--- src/sv/vbrt_pkg.sv ---
`default_nettype none
package vbrt_pkg;

   // Fixed geometry of a request.
   localparam logic [31:0] HEADER_BYTES = 32'd16;
   localparam int unsigned SECTOR_SHIFT = 9;
   localparam int unsigned ID_SHIFT = 32;
   localparam int unsigned COUNT_W = 32 - SECTOR_SHIFT + 1;

   // Input operation codes.
   localparam logic [2:0] OP_SUBMIT        = 3'd0;
   localparam logic [2:0] OP_COMPLETE_OK   = 3'd1;
   localparam logic [2:0] OP_COMPLETE_READ = 3'd2;
   localparam logic [2:0] OP_FAIL          = 3'd3;
   localparam logic [2:0] OP_DEVICE_RESET  = 3'd4;

   // Result action codes.
   localparam logic [2:0] ACT_IGNORED     = 3'd0;
   localparam logic [2:0] ACT_NEEDS_RESET = 3'd1;
   localparam logic [2:0] ACT_IMMEDIATE   = 3'd2;
   localparam logic [2:0] ACT_EXPORTED    = 3'd3;
   localparam logic [2:0] ACT_COMPLETED   = 3'd4;
   localparam logic [2:0] ACT_RESET_DONE  = 3'd5;

   // Status byte values.
   localparam logic [1:0] STATUS_OK          = 2'd0;
   localparam logic [1:0] STATUS_IO_ERROR    = 2'd1;
   localparam logic [1:0] STATUS_UNSUPPORTED = 2'd2;

   // Exported request kinds.
   localparam logic [1:0] KIND_READ  = 2'd0;
   localparam logic [1:0] KIND_WRITE = 2'd1;
   localparam logic [1:0] KIND_FLUSH = 2'd2;

   // Header request types.
   localparam logic [31:0] HTYPE_READ  = 32'd0;
   localparam logic [31:0] HTYPE_WRITE = 32'd1;
   localparam logic [31:0] HTYPE_FLUSH = 32'd4;

   // Configuration register indexes.
   localparam logic CSR_CAPACITY     = 1'b0;
   localparam logic CSR_DEVICE_INDEX = 1'b1;

   // Command queue between the classifier and the executor.
   localparam int unsigned QUEUE_DEPTH = 2;
   localparam int unsigned QUEUE_PTR_W = $clog2(QUEUE_DEPTH);
   localparam int unsigned QUEUE_CNT_W = $clog2(QUEUE_DEPTH + 1);

   typedef enum logic [2:0] {
      CMD_IGNORE,
      CMD_BAD_SUBMIT,
      CMD_SUBMIT,
      CMD_COMPLETE,
      CMD_RESET
   } cmd_kind_type;

   typedef struct packed {
      logic        enable;
      logic        index;
      logic [63:0] data;
   } csr_write_type;

   typedef struct packed {
      cmd_kind_type kind;
      logic         beyond;
      logic         unsupported;
      logic         is_read;
      logic [1:0]   request_kind;
      logic [63:0]  sector;
      logic [31:0]  data_length;
      logic [15:0]  descriptor;
      logic [31:0]  status_position;
      logic         is_fail;
      logic         read_data_ok;
      logic [63:0]  completion_id;
      logic [31:0]  completion_length;
   } cmd_type;

   typedef struct packed {
      logic [2:0]  action;
      logic [63:0] request_id;
      logic [1:0]  request_kind;
      logic [63:0] request_sector;
      logic [31:0] data_length;
      logic [15:0] used_descriptor;
      logic [31:0] status_position;
      logic [1:0]  status_code;
      logic [31:0] used_length;
   } rsp_type;

endpackage
`default_nettype wire

--- src/sv/vbrt_req_if.sv ---
`default_nettype none
interface vbrt_req_if;
   logic        valid;
   logic        ready;
   logic [2:0]  op;
   logic [3:0]  queue_index;
   logic [31:0] readable_length;
   logic [31:0] writable_length;
   logic [15:0] descriptor_index;
   logic [31:0] header_type;
   logic [63:0] header_sector;
   logic [63:0] completion_id;
   logic        data_present;
   logic [31:0] completion_length;

   modport source (
      output valid, op, queue_index, readable_length, writable_length, descriptor_index,
             header_type, header_sector, completion_id, data_present, completion_length,
      input  ready
   );
   modport sink (
      input  valid, op, queue_index, readable_length, writable_length, descriptor_index,
             header_type, header_sector, completion_id, data_present, completion_length,
      output ready
   );
endinterface
`default_nettype wire

--- src/sv/vbrt_rsp_if.sv ---
`default_nettype none
interface vbrt_rsp_if;
   logic        valid;
   logic        ready;
   logic [2:0]  action;
   logic [63:0] request_id;
   logic [1:0]  request_kind;
   logic [63:0] request_sector;
   logic [31:0] data_length;
   logic [15:0] used_descriptor;
   logic [31:0] status_position;
   logic [1:0]  status_code;
   logic [31:0] used_length;

   modport source (
      output valid, action, request_id, request_kind, request_sector, data_length,
             used_descriptor, status_position, status_code, used_length,
      input  ready
   );
   modport sink (
      input  valid, action, request_id, request_kind, request_sector, data_length,
             used_descriptor, status_position, status_code, used_length,
      output ready
   );
endinterface
`default_nettype wire

--- src/sv/vbrt_front.sv ---
`default_nettype none
module vbrt_front (
   input  wire logic                   clock,
   input  wire logic                   reset,
   vbrt_req_if.sink                    req_bus,
   input  wire vbrt_pkg::csr_write_type csr,
   output logic                        cmd_valid,
   input  wire logic                   cmd_ready,
   output vbrt_pkg::cmd_type           cmd
);

   logic [63:0]       capacity_ff, capacity_in;
   logic              stage_valid_ff, stage_valid_in;
   vbrt_pkg::cmd_type stage_cmd_ff, stage_cmd_in;
   vbrt_pkg::cmd_type classified;

   logic                          take;
   logic                          hdr_read, hdr_write, hdr_flush;
   logic [31:0]                   dlen;
   logic [vbrt_pkg::COUNT_W-1:0]  sector_count;
   logic [64:0]                   end_sum;

   assign req_bus.ready = !stage_valid_ff || cmd_ready;
   assign take          = req_bus.valid && req_bus.ready;

   always_comb begin
      hdr_read  = (req_bus.header_type == vbrt_pkg::HTYPE_READ);
      hdr_write = (req_bus.header_type == vbrt_pkg::HTYPE_WRITE);
      hdr_flush = (req_bus.header_type == vbrt_pkg::HTYPE_FLUSH);
      dlen = hdr_read ? (req_bus.writable_length - 32'd1)
                      : (req_bus.readable_length - vbrt_pkg::HEADER_BYTES);
      // Sector count rounded up; the carry out of the 64-bit sum counts as beyond capacity.
      sector_count = vbrt_pkg::COUNT_W'(dlen[31:vbrt_pkg::SECTOR_SHIFT])
                   + vbrt_pkg::COUNT_W'(|dlen[vbrt_pkg::SECTOR_SHIFT-1:0]);
      end_sum = {1'b0, req_bus.header_sector} + 65'(sector_count);

      classified                   = '0;
      classified.beyond            = end_sum[64] || (end_sum[63:0] > capacity_ff);
      classified.unsupported       = !(hdr_read || hdr_write || hdr_flush);
      classified.is_read           = hdr_read;
      classified.request_kind      = hdr_flush ? vbrt_pkg::KIND_FLUSH :
                                     hdr_write ? vbrt_pkg::KIND_WRITE : vbrt_pkg::KIND_READ;
      classified.sector            = req_bus.header_sector;
      classified.data_length       = dlen;
      classified.descriptor        = req_bus.descriptor_index;
      classified.status_position   = req_bus.writable_length - 32'd1;
      classified.is_fail           = (req_bus.op == vbrt_pkg::OP_FAIL);
      classified.read_data_ok      = (req_bus.op == vbrt_pkg::OP_COMPLETE_READ)
                                     && req_bus.data_present;
      classified.completion_id     = req_bus.completion_id;
      classified.completion_length = req_bus.completion_length;

      case (req_bus.op)
         vbrt_pkg::OP_SUBMIT: begin
            if (req_bus.queue_index != 4'd0
                || req_bus.readable_length < vbrt_pkg::HEADER_BYTES
                || req_bus.writable_length == 32'd0) begin
               classified.kind = vbrt_pkg::CMD_BAD_SUBMIT;
            end else begin
               classified.kind = vbrt_pkg::CMD_SUBMIT;
            end
         end
         vbrt_pkg::OP_COMPLETE_OK,
         vbrt_pkg::OP_COMPLETE_READ,
         vbrt_pkg::OP_FAIL: begin
            classified.kind = vbrt_pkg::CMD_COMPLETE;
         end
         vbrt_pkg::OP_DEVICE_RESET: begin
            classified.kind = vbrt_pkg::CMD_RESET;
         end
         default: begin
            classified.kind = vbrt_pkg::CMD_IGNORE;
         end
      endcase
   end

   always_comb begin
      capacity_in    = capacity_ff;
      stage_valid_in = stage_valid_ff && !cmd_ready;
      stage_cmd_in   = stage_cmd_ff;
      if (take) begin
         stage_valid_in = 1'b1;
         stage_cmd_in   = classified;
      end
      if (csr.enable && csr.index == vbrt_pkg::CSR_CAPACITY) begin
         capacity_in = csr.data;
      end
   end

   always_ff @(posedge clock) begin
      if (reset) begin
         capacity_ff    <= '0;
         stage_valid_ff <= 1'b0;
      end else begin
         capacity_ff    <= capacity_in;
         stage_valid_ff <= stage_valid_in;
      end
      stage_cmd_ff <= stage_cmd_in;
   end

   assign cmd_valid = stage_valid_ff;
   assign cmd       = stage_cmd_ff;

endmodule
`default_nettype wire

--- src/sv/vbrt_cmd_queue.sv ---
`default_nettype none
module vbrt_cmd_queue (
   input  wire logic              clock,
   input  wire logic              reset,
   input  wire logic              push_valid,
   output logic                   push_ready,
   input  wire vbrt_pkg::cmd_type push_cmd,
   output logic                   pop_valid,
   input  wire logic              pop_ready,
   output vbrt_pkg::cmd_type      pop_cmd
);

   vbrt_pkg::cmd_type entries_ff [vbrt_pkg::QUEUE_DEPTH];

   logic [vbrt_pkg::QUEUE_PTR_W-1:0] wr_ptr_ff, wr_ptr_in;
   logic [vbrt_pkg::QUEUE_PTR_W-1:0] rd_ptr_ff, rd_ptr_in;
   logic [vbrt_pkg::QUEUE_CNT_W-1:0] count_ff, count_in;
   logic                             do_push, do_pop;

   assign push_ready = (count_ff != vbrt_pkg::QUEUE_CNT_W'(vbrt_pkg::QUEUE_DEPTH));
   assign pop_valid  = (count_ff != '0);
   assign pop_cmd    = entries_ff[rd_ptr_ff];
   assign do_push    = push_valid && push_ready;
   assign do_pop     = pop_valid && pop_ready;

   always_comb begin
      wr_ptr_in = wr_ptr_ff;
      rd_ptr_in = rd_ptr_ff;
      count_in  = count_ff;
      if (do_push) begin
         wr_ptr_in = (wr_ptr_ff == vbrt_pkg::QUEUE_PTR_W'(vbrt_pkg::QUEUE_DEPTH - 1))
                     ? '0 : wr_ptr_ff + 1'b1;
      end
      if (do_pop) begin
         rd_ptr_in = (rd_ptr_ff == vbrt_pkg::QUEUE_PTR_W'(vbrt_pkg::QUEUE_DEPTH - 1))
                     ? '0 : rd_ptr_ff + 1'b1;
      end
      if (do_push && !do_pop) begin
         count_in = count_ff + 1'b1;
      end else if (do_pop && !do_push) begin
         count_in = count_ff - 1'b1;
      end
   end

   always_ff @(posedge clock) begin
      if (reset) begin
         wr_ptr_ff <= '0;
         rd_ptr_ff <= '0;
         count_ff  <= '0;
      end else begin
         wr_ptr_ff <= wr_ptr_in;
         rd_ptr_ff <= rd_ptr_in;
         count_ff  <= count_in;
      end
      if (do_push) begin
         entries_ff[wr_ptr_ff] <= push_cmd;
      end
   end

endmodule
`default_nettype wire

--- src/sv/vbrt_back.sv ---
`default_nettype none
module vbrt_back (
   input  wire logic                   clock,
   input  wire logic                   reset,
   input  wire vbrt_pkg::csr_write_type csr,
   input  wire logic                   cmd_valid,
   output logic                        cmd_ready,
   input  wire vbrt_pkg::cmd_type      cmd,
   vbrt_rsp_if.source                  rsp_bus
);

   logic [31:0]       device_index_ff, device_index_in;
   logic [63:0]       next_id_ff, next_id_in;
   logic              pending_valid_ff, pending_valid_in;
   logic [63:0]       pending_id_ff, pending_id_in;
   logic [15:0]       pending_desc_ff, pending_desc_in;
   logic              pending_read_ff, pending_read_in;
   logic [31:0]       pending_len_ff, pending_len_in;
   logic              rsp_valid_ff, rsp_valid_in;
   vbrt_pkg::rsp_type rsp_ff, rsp_in;
   vbrt_pkg::rsp_type result;
   logic              advance;

   // The next command executes only while the output register is empty or being taken.
   assign advance   = cmd_valid && (!rsp_valid_ff || rsp_bus.ready);
   assign cmd_ready = advance;

   always_comb begin
      device_index_in  = device_index_ff;
      next_id_in       = next_id_ff;
      pending_valid_in = pending_valid_ff;
      pending_id_in    = pending_id_ff;
      pending_desc_in  = pending_desc_ff;
      pending_read_in  = pending_read_ff;
      pending_len_in   = pending_len_ff;
      rsp_valid_in     = rsp_valid_ff && !rsp_bus.ready;
      rsp_in           = rsp_ff;
      result           = '0;
      result.action    = vbrt_pkg::ACT_IGNORED;

      case (cmd.kind)
         vbrt_pkg::CMD_BAD_SUBMIT: begin
            result.action = vbrt_pkg::ACT_NEEDS_RESET;
         end
         vbrt_pkg::CMD_SUBMIT: begin
            if (!pending_valid_ff) begin
               if (cmd.beyond || cmd.unsupported) begin
                  result.action          = vbrt_pkg::ACT_IMMEDIATE;
                  result.used_descriptor = cmd.descriptor;
                  result.status_position = cmd.status_position;
                  result.used_length     = 32'd1;
                  if (cmd.beyond) begin
                     result.status_code = vbrt_pkg::STATUS_IO_ERROR;
                  end else begin
                     // An unsupported request still consumes an id.
                     result.status_code = vbrt_pkg::STATUS_UNSUPPORTED;
                     if (advance) begin
                        next_id_in = next_id_ff + 64'd1;
                     end
                  end
               end else begin
                  result.action          = vbrt_pkg::ACT_EXPORTED;
                  result.request_id      = next_id_ff;
                  result.request_kind    = cmd.request_kind;
                  result.request_sector  = cmd.sector;
                  result.data_length     = cmd.data_length;
                  result.used_descriptor = cmd.descriptor;
                  result.status_position = cmd.is_read ? cmd.data_length : 32'd0;
                  if (advance) begin
                     pending_valid_in = 1'b1;
                     pending_id_in    = next_id_ff;
                     pending_desc_in  = cmd.descriptor;
                     pending_read_in  = cmd.is_read;
                     pending_len_in   = cmd.data_length;
                     next_id_in       = next_id_ff + 64'd1;
                  end
               end
            end
         end
         vbrt_pkg::CMD_COMPLETE: begin
            // A successful read must carry data of exactly the pending length.
            if (pending_valid_ff && pending_id_ff == cmd.completion_id
                && (cmd.is_fail || !pending_read_ff
                    || (cmd.read_data_ok && cmd.completion_length == pending_len_ff))) begin
               result.action          = vbrt_pkg::ACT_COMPLETED;
               result.request_id      = pending_id_ff;
               result.data_length     = pending_len_ff;
               result.used_descriptor = pending_desc_ff;
               result.status_position = pending_read_ff ? pending_len_ff : 32'd0;
               result.status_code     = cmd.is_fail ? vbrt_pkg::STATUS_IO_ERROR
                                                    : vbrt_pkg::STATUS_OK;
               result.used_length     = (!cmd.is_fail && pending_read_ff)
                                        ? cmd.completion_length + 32'd1 : 32'd1;
               if (advance) begin
                  pending_valid_in = 1'b0;
               end
            end
         end
         vbrt_pkg::CMD_RESET: begin
            result.action = vbrt_pkg::ACT_RESET_DONE;
            if (advance) begin
               pending_valid_in = 1'b0;
               pending_id_in    = '0;
               pending_desc_in  = '0;
               pending_read_in  = 1'b0;
               pending_len_in   = '0;
               next_id_in       = {device_index_ff, 32'd1};
            end
         end
         default: begin
            result.action = vbrt_pkg::ACT_IGNORED;
         end
      endcase

      if (advance) begin
         rsp_valid_in = 1'b1;
         rsp_in       = result;
      end

      if (csr.enable && csr.index == vbrt_pkg::CSR_DEVICE_INDEX) begin
         device_index_in = csr.data[31:0];
         next_id_in      = {csr.data[31:0], 32'd1};
      end
   end

   always_ff @(posedge clock) begin
      if (reset) begin
         device_index_ff  <= '0;
         next_id_ff       <= 64'd1;
         pending_valid_ff <= 1'b0;
         pending_id_ff    <= '0;
         pending_desc_ff  <= '0;
         pending_read_ff  <= 1'b0;
         pending_len_ff   <= '0;
         rsp_valid_ff     <= 1'b0;
      end else begin
         device_index_ff  <= device_index_in;
         next_id_ff       <= next_id_in;
         pending_valid_ff <= pending_valid_in;
         pending_id_ff    <= pending_id_in;
         pending_desc_ff  <= pending_desc_in;
         pending_read_ff  <= pending_read_in;
         pending_len_ff   <= pending_len_in;
         rsp_valid_ff     <= rsp_valid_in;
      end
      rsp_ff <= rsp_in;
   end

   assign rsp_bus.valid           = rsp_valid_ff;
   assign rsp_bus.action          = rsp_ff.action;
   assign rsp_bus.request_id      = rsp_ff.request_id;
   assign rsp_bus.request_kind    = rsp_ff.request_kind;
   assign rsp_bus.request_sector  = rsp_ff.request_sector;
   assign rsp_bus.data_length     = rsp_ff.data_length;
   assign rsp_bus.used_descriptor = rsp_ff.used_descriptor;
   assign rsp_bus.status_position = rsp_ff.status_position;
   assign rsp_bus.status_code     = rsp_ff.status_code;
   assign rsp_bus.used_length     = rsp_ff.used_length;

endmodule
`default_nettype wire

--- src/sv/virtio_block_request_tracker.sv ---
// VirtIO block request tracker with at most one request in flight.
// The req_bus channel carries submits, completions and device resets; every
// transfer on it yields exactly one transfer on rsp_bus, in order.
// The csr_ port writes capacity_sectors (index 0) or device_index (index 1);
// writing device_index also reloads the request id counter. Write only while
// no transfer is outstanding.
// A result is registered in turn in the classifier register, the command
// queue and the executor output register before it is offered on rsp_bus.
// Throughput: one transfer per cycle on both sides while rsp_bus is ready; the
// executor consults and updates the pending request state in the same cycle.
// When rsp_bus stalls, the output register holds its result, the executor
// stops, and the queue and classifier keep taking transfers until full, at
// which point req_bus.ready drops.
// Synchronous reset clears the valid flags, the configuration registers, the
// queue and the pending request; the first request id is then 1.
`default_nettype none
module virtio_block_request_tracker (
   input  wire logic        clock,
   input  wire logic        reset,
   vbrt_req_if.sink         req_bus,
   vbrt_rsp_if.source       rsp_bus,
   input  wire logic        csr_write_enable,
   input  wire logic        csr_index,
   input  wire logic [63:0] csr_write_data
);

   vbrt_pkg::csr_write_type csr;
   vbrt_pkg::cmd_type       front_cmd, queue_cmd;
   logic                    front_valid, front_ready;
   logic                    queue_valid, queue_ready;

   assign csr.enable = csr_write_enable;
   assign csr.index  = csr_index;
   assign csr.data   = csr_write_data;

   vbrt_front u_front (
      .clock     (clock),
      .reset     (reset),
      .req_bus   (req_bus),
      .csr       (csr),
      .cmd_valid (front_valid),
      .cmd_ready (front_ready),
      .cmd       (front_cmd)
   );

   vbrt_cmd_queue u_queue (
      .clock      (clock),
      .reset      (reset),
      .push_valid (front_valid),
      .push_ready (front_ready),
      .push_cmd   (front_cmd),
      .pop_valid  (queue_valid),
      .pop_ready  (queue_ready),
      .pop_cmd    (queue_cmd)
   );

   vbrt_back u_back (
      .clock     (clock),
      .reset     (reset),
      .csr       (csr),
      .cmd_valid (queue_valid),
      .cmd_ready (queue_ready),
      .cmd       (queue_cmd),
      .rsp_bus   (rsp_bus)
   );

endmodule
`default_nettype wire

--- src/flat_wrapper.sv ---
// flat-port wrapper written by rule: the top's interface ports become plain ports
module virtio_block_request_tracker_flat 
  (clock, reset, csr_write_enable, csr_index, csr_write_data, req_bus_valid, req_bus_op, req_bus_queue_index, req_bus_readable_length, req_bus_writable_length, req_bus_descriptor_index, req_bus_header_type, req_bus_header_sector, req_bus_completion_id, req_bus_data_present, req_bus_completion_length, req_bus_ready, rsp_bus_valid, rsp_bus_action, rsp_bus_request_id, rsp_bus_request_kind, rsp_bus_request_sector, rsp_bus_data_length, rsp_bus_used_descriptor, rsp_bus_status_position, rsp_bus_status_code, rsp_bus_used_length, rsp_bus_ready);
  vbrt_req_if req_bus_i ();
  vbrt_rsp_if rsp_bus_i ();
  input  wire logic clock;
  input  wire logic reset;
  input  wire logic csr_write_enable;
  input  wire logic csr_index;
  input  wire logic [63:0] csr_write_data;
  input wire logic [$bits(req_bus_i.valid)-1:0] req_bus_valid;
  input wire logic [$bits(req_bus_i.op)-1:0] req_bus_op;
  input wire logic [$bits(req_bus_i.queue_index)-1:0] req_bus_queue_index;
  input wire logic [$bits(req_bus_i.readable_length)-1:0] req_bus_readable_length;
  input wire logic [$bits(req_bus_i.writable_length)-1:0] req_bus_writable_length;
  input wire logic [$bits(req_bus_i.descriptor_index)-1:0] req_bus_descriptor_index;
  input wire logic [$bits(req_bus_i.header_type)-1:0] req_bus_header_type;
  input wire logic [$bits(req_bus_i.header_sector)-1:0] req_bus_header_sector;
  input wire logic [$bits(req_bus_i.completion_id)-1:0] req_bus_completion_id;
  input wire logic [$bits(req_bus_i.data_present)-1:0] req_bus_data_present;
  input wire logic [$bits(req_bus_i.completion_length)-1:0] req_bus_completion_length;
  output wire logic [$bits(req_bus_i.ready)-1:0] req_bus_ready;
  output wire logic [$bits(rsp_bus_i.valid)-1:0] rsp_bus_valid;
  output wire logic [$bits(rsp_bus_i.action)-1:0] rsp_bus_action;
  output wire logic [$bits(rsp_bus_i.request_id)-1:0] rsp_bus_request_id;
  output wire logic [$bits(rsp_bus_i.request_kind)-1:0] rsp_bus_request_kind;
  output wire logic [$bits(rsp_bus_i.request_sector)-1:0] rsp_bus_request_sector;
  output wire logic [$bits(rsp_bus_i.data_length)-1:0] rsp_bus_data_length;
  output wire logic [$bits(rsp_bus_i.used_descriptor)-1:0] rsp_bus_used_descriptor;
  output wire logic [$bits(rsp_bus_i.status_position)-1:0] rsp_bus_status_position;
  output wire logic [$bits(rsp_bus_i.status_code)-1:0] rsp_bus_status_code;
  output wire logic [$bits(rsp_bus_i.used_length)-1:0] rsp_bus_used_length;
  input wire logic [$bits(rsp_bus_i.ready)-1:0] rsp_bus_ready;
  assign req_bus_i.valid = req_bus_valid;
  assign req_bus_i.op = req_bus_op;
  assign req_bus_i.queue_index = req_bus_queue_index;
  assign req_bus_i.readable_length = req_bus_readable_length;
  assign req_bus_i.writable_length = req_bus_writable_length;
  assign req_bus_i.descriptor_index = req_bus_descriptor_index;
  assign req_bus_i.header_type = req_bus_header_type;
  assign req_bus_i.header_sector = req_bus_header_sector;
  assign req_bus_i.completion_id = req_bus_completion_id;
  assign req_bus_i.data_present = req_bus_data_present;
  assign req_bus_i.completion_length = req_bus_completion_length;
  assign req_bus_ready = req_bus_i.ready;
  assign rsp_bus_valid = rsp_bus_i.valid;
  assign rsp_bus_action = rsp_bus_i.action;
  assign rsp_bus_request_id = rsp_bus_i.request_id;
  assign rsp_bus_request_kind = rsp_bus_i.request_kind;
  assign rsp_bus_request_sector = rsp_bus_i.request_sector;
  assign rsp_bus_data_length = rsp_bus_i.data_length;
  assign rsp_bus_used_descriptor = rsp_bus_i.used_descriptor;
  assign rsp_bus_status_position = rsp_bus_i.status_position;
  assign rsp_bus_status_code = rsp_bus_i.status_code;
  assign rsp_bus_used_length = rsp_bus_i.used_length;
  assign rsp_bus_i.ready = rsp_bus_ready;
  virtio_block_request_tracker u_core (.clock(clock), .reset(reset), .req_bus(req_bus_i), .rsp_bus(rsp_bus_i), .csr_write_enable(csr_write_enable), .csr_index(csr_index), .csr_write_data(csr_write_data));
endmodule
--- config.mk ---
export PLATFORM = sky130hd
export DESIGN_NAME = virtio_block_request_tracker_flat
export DESIGN_NICKNAME = d
export VERILOG_FILES = /design/src/sv/vbrt_pkg.sv /design/src/sv/vbrt_req_if.sv /design/src/sv/vbrt_rsp_if.sv /design/src/sv/vbrt_front.sv /design/src/sv/vbrt_cmd_queue.sv /design/src/sv/vbrt_back.sv /design/src/sv/virtio_block_request_tracker.sv /design/src/flat_wrapper.sv
export SDC_FILE = /design/constraint.sdc
export NUM_CORES = 2
export LEC_CHECK = 0
export CORE_MARGIN = 5
export CORE_UTILIZATION = 64
export DETAILED_ROUTE_END_ITERATION = 8
export DONT_BUFFER_PORTS = 1
export PLACE_DENSITY_LB_ADDON = 0.15
export SLEW_MARGIN = 0
export SYNTH_ARGS = -nofsm -noshare
export SYNTH_HDL_FRONTEND = slang
export SYNTH_SLANG_ARGS = --single-unit
--- constraint.sdc ---
create_clock -name clock -period 15.64 [get_ports clock]
set_input_delay 0 -clock clock [delete_from_list [all_inputs] [get_ports clock]]
set_output_delay 0 -clock clock [all_outputs]
set_load 0.005 [all_outputs]
==> qor.csv <==
stage;metric;value;unit
cts;clk_latency;0.72;ns
grt;grt-ovfl-total;0;
floorplanning;fp.coreArea;0.0836;mm²
route;wl_per_cell;26.5;µm
layout;fillers;4905;
pwr;seqPwrFrac;0.497;
sta;period_minus_slack;7.35;ns
pwr;p_sw_frac;0.290;
pwr;ir_worst_vdd;0.000143;V
setup_path;cp-end-kind;register;
pwr;p_leak;21.9;nW
pwr;combPwrFrac;0.175;
setup_path;path_max_fanout;29;
setup_path;crit_arrival;7.89;ns
placed_design;dp.cells;5114;
yosys;synth.area.top_cells;edfxtp_1, dfxtp_1, mux2i_1;
sta;drv_slew;0;
grt;grt_pass1_wl;232;mm
route;ant_nets;0;
route;viasPerCell;6.35;
flow_run;cap_violations;0;
sta;grt_setup_unrepaired;no;
grt;grt_max_degree;250;
yosys;synthesis.area;0.0538;mm²
grt;grt_use_met3;0.0721;
layout;layout-drive-gt1-share;0.0642;
cts;cts_made_buffers;121;
sta;fin_setup_tns;0;ns
floorplanning;die_x;300;µm
placed_design;hpwlAfterDp;97.8;mm
setup_path;crit_type;input port to register;
placed_design;preCtsSetupSlack;8.83;ns
pwr;switchingPower;2.66;mW
layout;final_cell_mix;edfxtp_1, dlygate4sd3_1, nand2_1;
route;wirelength;158;mm
yosys;synthCells;4214;
yosys;synth_edf_count;997;
yosys;async_reset_ff_frac;0;
placed_design;dpl_cell_area;0.0546;mm²
grt;busiest_layer;met2;
sta;period_share;0.470;
setup_path;start_kind;input port;
pwr;clockPowerShare;0.329;
sta;max_freq;136;MHz
cts;clk_pin_slew_worst_paths;0.06;ns
route;drt_first_pass_iters;6;
sta;relSlewSlack;0.135;
floorplanning;io_pins;599;
layout;multi_input_area;0.0169;mm²
sta;hold_viol;0;
layout;fin_util;0.776;
layout;final_common_cell;edfxtp_1;
grt;use_met2;0.572;
cts;cts_tree;done;
grt;grt_pass1_vias;37000;
placed_design;port_buffers;0;
yosys;syn_avg_cell_area;12.8;µm²
layout;register_area;0.0356;mm²
yosys;ys_seq_area_frac;0.661;
sta;max_slew.worst_pin.slew;1.30;ns
cts;root_buffer;clkbuf_16;
route;vias;37900;
yosys;synth_ff_type;edfxtp_1;
min_path;min_path_cells;6;
route;dr.first_iter.drc_count;4140;
floorplanning;fp-row-count;106;
grt;antenna_found_initial;23;
min_path;min_path_type;input port to register;
yosys;synth_cell_types;78;
yosys;yosys_warnings;0;
route;drc;0;
pwr;pwr_density_cell;142;mW/mm²
grt;use_met1;0.437;
setup_path;cp.required;16.18;ns
floorplanning;dieArea;0.0900;mm²
cts;clock_path_buffers;3;
layout;areaGrowthSynthToFinish;20.5;%
layout;fin_nets;5202;
yosys;synth_nets;4657;
layout;fin_area;0.0648;mm²
placed_design;gp_congestion;0.927;
setup_path;rr_worst_depth;9;
cts;htree_levels;3;
sta;finalSetupViolCount;0;
run_status;status;finished, final reports clean;
sta;skew;0.0322;ns
sta;whs;0.0463;ns
layout;final_cells;5963;
sta;setup_slack;8.29;ns
cts;cts.sinks;1278;
yosys;synth_top_area_frac;0.556;
grt;track_usage;0.340;
floorplanning;fp.dieH;300;µm
floorplanning;start_util;0.644;
yosys;yosysTopAreaCell;edfxtp_1;
pwr;power.total;9.19;mW
pwr;p_int;6.52;mW
yosys;yosys_register_bits;1278;
==> area by class of cell <==
type,count,area share
inverters,124,0.00729
diodes,20,0.000772
clock inverters,70,0.0124
well taps,1080,0.0208
clock buffers,157,0.0505
multi-input cells,2594,0.261
flip-flops and latches,1278,0.549
repair buffers,640,0.0985
==> cells by family (layout without fill, tap and decap cells) <==
family                     Yosys count  count (layout)  share of synthesized area
AOI/OAI and AO/OA                  745             745                     0.0902
xor gates and xnor gates           262             262                     0.0426
adders and majority gates           93              93                     0.0219
buffers and inverters              342             991                     0.0266
DFF                               1278            1278                      0.661
muxes                              264             264                     0.0500
other                                0              20                          0
and+or+nand+nor                   1230            1230                      0.108
==> final timing paths <==
| check | startpoint | endpoint | slack, ns |
|---|---|---|---|
| max reg2reg | register | u_core.u_back.rsp_bus.data_length[22] | 9.75 |
| min reg2reg | u_core.u_front.cmd[99] | u_core.u_queue.entries_ff[0][99] | 0.44 |
| max | req_bus_header_type[16] | u_core.u_front.cmd[246] | 8.29 |
| min | req_bus_header_sector[63] | u_core.u_front.cmd[246] | 0.05 |
==> layer usage <==
layer | routed length [µm] | up-vias | share of wire
li1 | - | 16800 | -
met1 | 58500 | 18600 | 0.37
met2 | 77800 | 2061 | 0.49
met3 | 14600 | 414 | 0.092
met4 | 7190 | 10 | 0.045
met5 | 69 | - | 0.00044
==> worst max-delay path: stages <==
cell	delay, ns
dlygate4sd3_1	0.53
nor2_1	0.04
dlygate4sd3_1	0.55
nand4_1	0.12
or4_1	0.15
buf_4	0.37
clkinv_1	0.75
o21ai_0	0.58
a2111oi_0	0.18
fa_1	0.45
fa_1	0.42
nor2b_1	0.17
o211ai_1	0.13
a21oi_1	0.46
o21a_1	0.28
o211ai_1	0.12
buf_4	0.24
a2111oi_0	0.53
xor2_1	0.13
ha_1	0.32
nand4_1	0.13
nor4_1	0.50
o41ai_1	0.19
a41oi_1	0.24
nor2_1	0.07
o22ai_1	0.16
==> synthesized netlist by cell type, drive strengths merged (8+ instances only) <==
cell / instances
a211oi: 31
a21o: 33
a21oi: 283
a22o: 64
a22oi: 22
a31o: 46
and2: 8
and3: 22
and4: 11
buf: 69
clkbuf: 149
dfxtp: 281
edfxtp: 997
ha: 91
inv: 123
mux2: 14
mux2i: 249
nand2: 426
nand2b: 20
nand3: 130
nand3b: 16
nand4: 62
nor2: 284
nor3: 111
nor4: 78
o211ai: 9
o21a: 21
o21ai: 93
o22ai: 39
o2bb2ai: 36
or3: 14
or4: 14
xnor2: 181
xor2: 81
==> power by group through the flow <==
| stage | Combinational (mW) | Sequential (mW) | Clock, mW |
|---|---|---|---|
| finish | 1.60 | 4.56 | 3.02 |
| global placement | 1.41 | 4.60 | 0 |
| detailed placement | 1.42 | 4.61 | 0 |
| CTS | 1.57 | 4.55 | 3.01 |
| global route | 1.70 | 4.59 | 3.20 |
| floorplan | 1.07 | 4.57 | 0 |
==> flip-flops by register name, indices dropped and copies added (netlist names), 2 cells and up, named ones only <==
name	flops
u_core.u_back.rsp_bus.request_sector	64
u_core.u_back.pending_id_ff	64
u_core.u_back.rsp_bus.request_kind	2
u_core.u_back.pending_desc_ff	16
u_core.u_back.rsp_bus.used_descriptor	16
u_core.u_front.capacity_ff	64
u_core.u_back.device_index_ff	32
u_core.u_front.cmd	250
u_core.u_back.rsp_bus.status_code	2
u_core.u_queue.entries_ff	500
u_core.u_back.rsp_bus.used_length	32
u_core.u_back.rsp_bus.data_length	32
u_core.u_back.rsp_bus.request_id	64
u_core.u_queue.count_ff	2
u_core.u_back.pending_len_ff	32
u_core.u_back.rsp_bus.action	3
u_core.u_back.next_id_ff	64
u_core.u_back.rsp_bus.status_position	32
==> what timing repair did <==
action,CTS,global route
hold buffers,601,0
hold endpoints to repair,498,0
setup endpoints to repair,0,0
resized for setup,0,0
setup buffers,0,0
Note: power is estimated with default switching activity, not from simulation.
